$ cat src/design/idal_pkg.sv
// Shared types and codes for the identifier allow-list table.
`default_nettype none

package idal_pkg;

    typedef enum logic [1:0] {
        ST_NOT_FOUND = 2'd0,
        ST_PRESENT   = 2'd1,
        ST_ADDED     = 2'd2,
        ST_FULL      = 2'd3
    } t_status;

    typedef enum logic [1:0] {
        S_IDLE,
        S_SCAN,
        S_DRAIN,
        S_RESP
    } t_state;

    typedef enum logic {
        REQ_CHECK  = 1'b0,
        REQ_ENROLL = 1'b1
    } t_req;

    typedef struct packed {
        logic rd_en;
        logic wr_en;
    } t_mem_ctl;

    typedef struct packed {
        logic    found;
        t_status status;
    } t_result;

endpackage

`default_nettype wire

$ cat src/design/idal_ctrl.sv
// Request sequencer: fill count, linear scan of the store, append on enroll.
`default_nettype none

module idal_ctrl #(
    parameter int CAPACITY = 255,
    parameter int AW       = 8,
    parameter int CW       = 8
) (
    input  wire logic               i_clk,
    input  wire logic               i_rst_n,
    input  wire logic               i_in_valid,
    input  wire logic               i_req_type,
    input  wire logic [31:0]        i_card_id,
    output logic                    o_in_ready,
    output logic                    o_res_valid,
    input  wire logic               i_res_slot_free,
    output idal_pkg::t_result       o_res,
    output idal_pkg::t_mem_ctl      o_mem_ctl,
    output logic      [AW-1:0]      o_mem_addr,
    output logic      [31:0]        o_mem_wr_data,
    input  wire logic [31:0]        i_mem_rd_data
);

    idal_pkg::t_state  r_state, n_state;
    idal_pkg::t_req    r_req, n_req;
    logic [31:0]       r_id, n_id;
    logic [AW-1:0]     r_addr, n_addr;
    logic              r_pend, n_pend;
    logic [CW-1:0]     r_count, n_count;
    idal_pkg::t_result r_res, n_res;

    logic          full;
    logic          empty;
    logic          match;
    logic          last_addr;
    idal_pkg::t_req in_req;

    assign in_req    = idal_pkg::t_req'(i_req_type);
    assign full      = (r_count == CW'(CAPACITY));
    assign empty     = (r_count == '0);
    assign match     = r_pend && (i_mem_rd_data == r_id);
    assign last_addr = (r_addr == AW'(r_count - CW'(1)));

    // Next state
    always_comb begin
        n_state = r_state;
        unique case (r_state)
            idal_pkg::S_IDLE: begin
                if (i_in_valid) begin
                    if ((in_req == idal_pkg::REQ_ENROLL && full) || empty) begin
                        n_state = idal_pkg::S_RESP;
                    end else begin
                        n_state = idal_pkg::S_SCAN;
                    end
                end
            end
            idal_pkg::S_SCAN: begin
                priority if (match) begin
                    n_state = idal_pkg::S_RESP;
                end else if (last_addr) begin
                    n_state = idal_pkg::S_DRAIN;
                end else begin
                    n_state = idal_pkg::S_SCAN;
                end
            end
            idal_pkg::S_DRAIN: begin
                n_state = idal_pkg::S_RESP;
            end
            idal_pkg::S_RESP: begin
                if (i_res_slot_free) begin
                    n_state = idal_pkg::S_IDLE;
                end
            end
            default: n_state = idal_pkg::S_IDLE;
        endcase
    end

    // Datapath next values
    always_comb begin
        n_req   = r_req;
        n_id    = r_id;
        n_addr  = r_addr;
        n_pend  = r_pend;
        n_count = r_count;
        n_res   = r_res;
        unique case (r_state)
            idal_pkg::S_IDLE: begin
                if (i_in_valid) begin
                    n_req  = in_req;
                    n_id   = i_card_id;
                    n_addr = '0;
                    n_pend = 1'b0;
                    priority if (in_req == idal_pkg::REQ_ENROLL && full) begin
                        n_res = '{found: 1'b0, status: idal_pkg::ST_FULL};
                    end else if (empty) begin
                        if (in_req == idal_pkg::REQ_ENROLL) begin
                            n_count = r_count + CW'(1);
                            n_res   = '{found: 1'b0, status: idal_pkg::ST_ADDED};
                        end else begin
                            n_res = '{found: 1'b0, status: idal_pkg::ST_NOT_FOUND};
                        end
                    end else begin
                        n_res = r_res;
                    end
                end
            end
            idal_pkg::S_SCAN: begin
                n_pend = 1'b1;
                n_addr = r_addr + AW'(1);
                if (match) begin
                    n_pend = 1'b0;
                    n_res  = '{found: 1'b1, status: idal_pkg::ST_PRESENT};
                end
            end
            idal_pkg::S_DRAIN: begin
                n_pend = 1'b0;
                priority if (match) begin
                    n_res = '{found: 1'b1, status: idal_pkg::ST_PRESENT};
                end else if (r_req == idal_pkg::REQ_ENROLL) begin
                    n_count = r_count + CW'(1);
                    n_res   = '{found: 1'b0, status: idal_pkg::ST_ADDED};
                end else begin
                    n_res = '{found: 1'b0, status: idal_pkg::ST_NOT_FOUND};
                end
            end
            idal_pkg::S_RESP: begin
                n_pend = 1'b0;
            end
            default: n_pend = 1'b0;
        endcase
    end

    // Outputs: handshake and memory port
    always_comb begin
        o_in_ready       = 1'b0;
        o_res_valid      = 1'b0;
        o_mem_ctl.rd_en  = 1'b0;
        o_mem_ctl.wr_en  = 1'b0;
        o_mem_addr       = r_addr;
        o_mem_wr_data    = r_id;
        unique case (r_state)
            idal_pkg::S_IDLE: begin
                o_in_ready    = 1'b1;
                o_mem_addr    = AW'(r_count);
                o_mem_wr_data = i_card_id;
                o_mem_ctl.wr_en = i_in_valid && empty && (in_req == idal_pkg::REQ_ENROLL);
            end
            idal_pkg::S_SCAN: begin
                o_mem_ctl.rd_en = 1'b1;
            end
            idal_pkg::S_DRAIN: begin
                o_mem_addr      = AW'(r_count);
                o_mem_ctl.wr_en = !match && (r_req == idal_pkg::REQ_ENROLL);
            end
            idal_pkg::S_RESP: begin
                o_res_valid = 1'b1;
            end
            default: o_in_ready = 1'b0;
        endcase
    end

    assign o_res = r_res;

    always_ff @(posedge i_clk) begin
        if (!i_rst_n) begin
            r_state <= idal_pkg::S_IDLE;
            r_count <= '0;
            r_pend  <= 1'b0;
        end else begin
            r_state <= n_state;
            r_count <= n_count;
            r_pend  <= n_pend;
        end
    end

    always_ff @(posedge i_clk) begin
        r_req  <= n_req;
        r_id   <= n_id;
        r_addr <= n_addr;
        r_res  <= n_res;
    end

endmodule

`default_nettype wire

$ cat config.mk
export PLATFORM = sky130hd
export DESIGN_NAME = idal_ctrl
export DESIGN_NICKNAME = d
export VERILOG_FILES = /design/src/design/idal_pkg.sv /design/src/design/idal_ctrl.sv
export SDC_FILE = /design/constraint.sdc
export NUM_CORES = 1
export LEC_CHECK = 0
export ABC_AREA = 1
export BUFFER_PORTS_ARGS = -buffer_cell sky130_fd_sc_hd__clkbuf_2
export CELL_PAD_IN_SITES_DETAIL_PLACEMENT = 0
export CELL_PAD_IN_SITES_GLOBAL_PLACEMENT = 1
export CORE_ASPECT_RATIO = 1.75
export CORE_MARGIN = 5
export CORE_UTILIZATION = 36
export CTS_BUF_LIST = sky130_fd_sc_hd__clkbuf_16
export DETAILED_ROUTE_END_ITERATION = 16
export GPL_TIMING_DRIVEN = 0
export HOLD_SLACK_MARGIN = 0.02
export MAX_ROUTING_LAYER = met4
export PLACE_DENSITY_LB_ADDON = 0.1
export SLEW_MARGIN = 5
export SYNTH_ARGS = -nofsm -noshare
export SYNTH_HDL_FRONTEND = slang
export SYNTH_SLANG_ARGS = --single-unit
$ cat constraint.sdc
create_clock -name i_clk -period 2.2 [get_ports i_clk]
set_input_delay 0.22 -clock i_clk [delete_from_list [all_inputs] [get_ports i_clk]]
set_output_delay 0.22 -clock i_clk [all_outputs]
set_load 0.02 [all_outputs]
==> flow_summary.yaml <==
run_status:
  status: "completed"
synth:
  yosysMostFrequentCell: "nand2_1"
  synth_edf_count: 44
  yosysTopAreaCell: "edfxtp_1"
  synth_top_area_share_pct: 34.7
  synth_area_leaders: "edfxtp_1 35%, nand2_1 17%, inv_1 8.2%"
  ys_seq_elements: 55
  synth_common_cells: "177 x nand2_1, 83 x inv_1, 49 x o21ai_0, 47 x nor2_1, 44 x edfxtp_1"
  yosysWarnings: 0
  seq_area_frac_synth_pct: 40.5
  synthFlopType: "edfxtp_1"
  yosysUniqueCellTypes: 33
  netlist_area_sq_mm: 0.00380
  async_reset_ff_share_pct: 0
  synth.avg_cell_area_sq_um: 7.05
  syn_nets: 617
  syn_inst: 539
clocking:
  clock_sinks: 55
  h-tree-depth: 2
  clk-insertion-delay-late_ns: 0.30
  cts_tree: "built"
  clk_path_buf_depth: 2
  cts.clk_slew.worst_paths_ns: 0.08
  cts_root_buffer: "clkbuf_16"
  cts_buffers: 5
setup_path:
  crit_required_ns: 1.98
  cp.arrival_ns: 1.87
  path_class: "flop to output pin"
  critPathMaxStageDelay_ns: 0.38
  path_max_fanout: 10
  critPathCaptureType: "output pin"
  critical_path.startpoint_type: "flop"
  crit_chain: "inv_1 > ha_1 > nor2_4 > buf_2 > nand2_1 > o21ai_0 > clkbuf_2"
  slowest_stage: "dfxtp_2"
timing:
  post-route-period-util_pct: 95.0
  relSlewSlack_pct: 48.3
  finClkSkew_ns: 0.00528
  worstMarginPinSlew_ns: 0.776
  final-setup-viol-count: 0
  timing.fmax_mhz: 478
  drv_slew: 0
  rsz0062_at_grt: "false"
  tns_ns: 0
  hold_violations: 0
  hold_ws_ns: 0.110
  setup_ws_ns: 0.109
  period_needed_ns: 2.09
finish:
  fin_nets: 743
  n_antenna_cell: 0
  area_growth_pct: 26.7
  design_area_sq_mm: 0.00482
  drive_gt1_share_pct: 25.2
placement:
  place_area_sq_mm: 0.00454
  dp_hpwl_um: 9900
  port_buffers: 115
  gp_congestion: 0.892
  dp_slack_ns: -0.297
power_and_ir_drop:
  seq_power_share_pct: 28.5
  pwr_density_cell_mw_per_mm2: 1240
  swShare_pct: 48.5
  clockPowerShare_pct: 14.9
  p_switching_mw: 2.91
  cellInternalPower_mw: 3.08
  p_leak_nw: 2.47
  combPwrFrac_pct: 56.6
  ir_worst_vdd_v: 0.000780
floorplan:
  dieWidth_um: 87.7
  row_count: 49
  start_util_pct: 36.9
  core_area_sq_mm: 0.0103
  die_height_um: 146
  ios: 116
  die_area_sq_mm: 0.0128
global_route:
  grt_pass1_vias: 3932
  grt_max_degree: 34
  globalRouteTotalUtil_pct: 19.8
  antenna_found_initial: 0
  grt_pass1_wl_um: 19200
  grt_overflow: 0
detailed_routing:
  drtPass1Iterations: 6
  wl_per_cell_um: 15.1
  wirelength_um: 12000
  postRouteAntennaNets: 0
  via_per_inst: 4.76
  first_iter_violations: 192
  drc_errors: 0
  vias: 3771
job:
  drv_cap: 0
min_path:
  holdCritPathClass: "input port to flop"
## per-stage QoR
step	power, mW	util (%)	instances
after floorplan	3.87	-	539
after global placement	4.98	44.0	781
after detailed placement	5.00	44.0	781
after CTS	6.05	46.4	791
after global routing	6.48	46.8	793
final	5.99	46.8	793
## power by group through the flow
| stage | logic, mW | registers [mW] | clock network, mW |
|---|---|---|---|
| after floorplan | 2.17 | 1.69 | 0 |
| after global routing | 3.78 | 1.74 | 0.963 |
| final | 3.39 | 1.70 | 0.895 |
| after detailed placement | 3.28 | 1.73 | 0 |
| after global placement | 3.26 | 1.72 | 0 |
| after CTS | 3.43 | 1.70 | 0.918 |
## placed cells by master, fill, tap and decap left out, types with 8 or more instances in the layout
cell type	instances
ha_1	8
nand2_1	175
a21oi_1	17
dfxtp_1	10
clkbuf_2	114
xor2_1	11
nand4_1	12
xnor2_1	8
edfxtp_1	44
nand3_1	22
nor2_1	44
inv_1	82
o21ai_0	48
## worst max-delay path, delay by kind of cell, from the launching register on
kind | cells | cell delay (ns)
fa+ha+maj | 1 | 0.31
simple gates | 2 | 0.25
flops | 1 | 0.38
compound gates | 1 | 0.09
buf+inv | 3 | 0.53
## final timing paths
check                                   start             to  slack (ns)  cells past startpoint
worst min-delay path            i_card_id[10]       r_id[10]        0.11                      1
worst max register to register        r_id[6]       o_res[2]        0.17                     12
worst min register to register     r_state[0]     r_state[0]        0.53                      2
worst max-delay path               r_state[0]  o_mem_addr[6]        0.11                      7
## metal layers
| metal | routed length, um | global-route usage, % | share of wire [%] |
|---|---|---|---|
| met4 | 238 | 5.76 | 2.0 |
| met3 | 537 | 2.89 | 4.5 |
| met2 | 6910 | 38.4 | 58 |
| met5 | 0 | - | 0 |
| met1 | 4270 | 19.6 | 36 |
## registers in the layout, indices dropped and copies added, names as in the netlist
signal,flops
r_addr,8
o_res,3
r_state,2
r_pend,1
r_count,8
r_req,1
r_id,32
## repair_timing
action | in CTS | in global routing
resized for setup | 18 | 14
endpoints found under the setup margin | 85 | 56
pin swaps | 0 | 0
hold buffers | 0 | 0
buffers inserted | 2 | 2
## cell type report
cell class / count / area [sq um]
clock buffers: 6 / 150
clock inverters: 2 / 17.5
multi-input cells: 382 / 1930
repair buffers: 119 / 606
inverters: 89 / 338
fillers: 1139 / 5480
flip-flops and latches: 55 / 1540
plain buffers: 13 / 73.8
well taps: 127 / 159
## logic make-up (layout without fill, tap and decap cells)
kind of cell | after synthesis | count (layout) | share of synthesized area, %
xor+xnor | 22 | 22 | 5.07
simple gates | 278 | 278 | 30.8
flops | 55 | 55 | 40.5
fa+ha+maj | 9 | 9 | 2.96
compound gates | 73 | 73 | 10.2
buf+inv | 102 | 229 | 10.4
(Power assumes the default switching activity.)
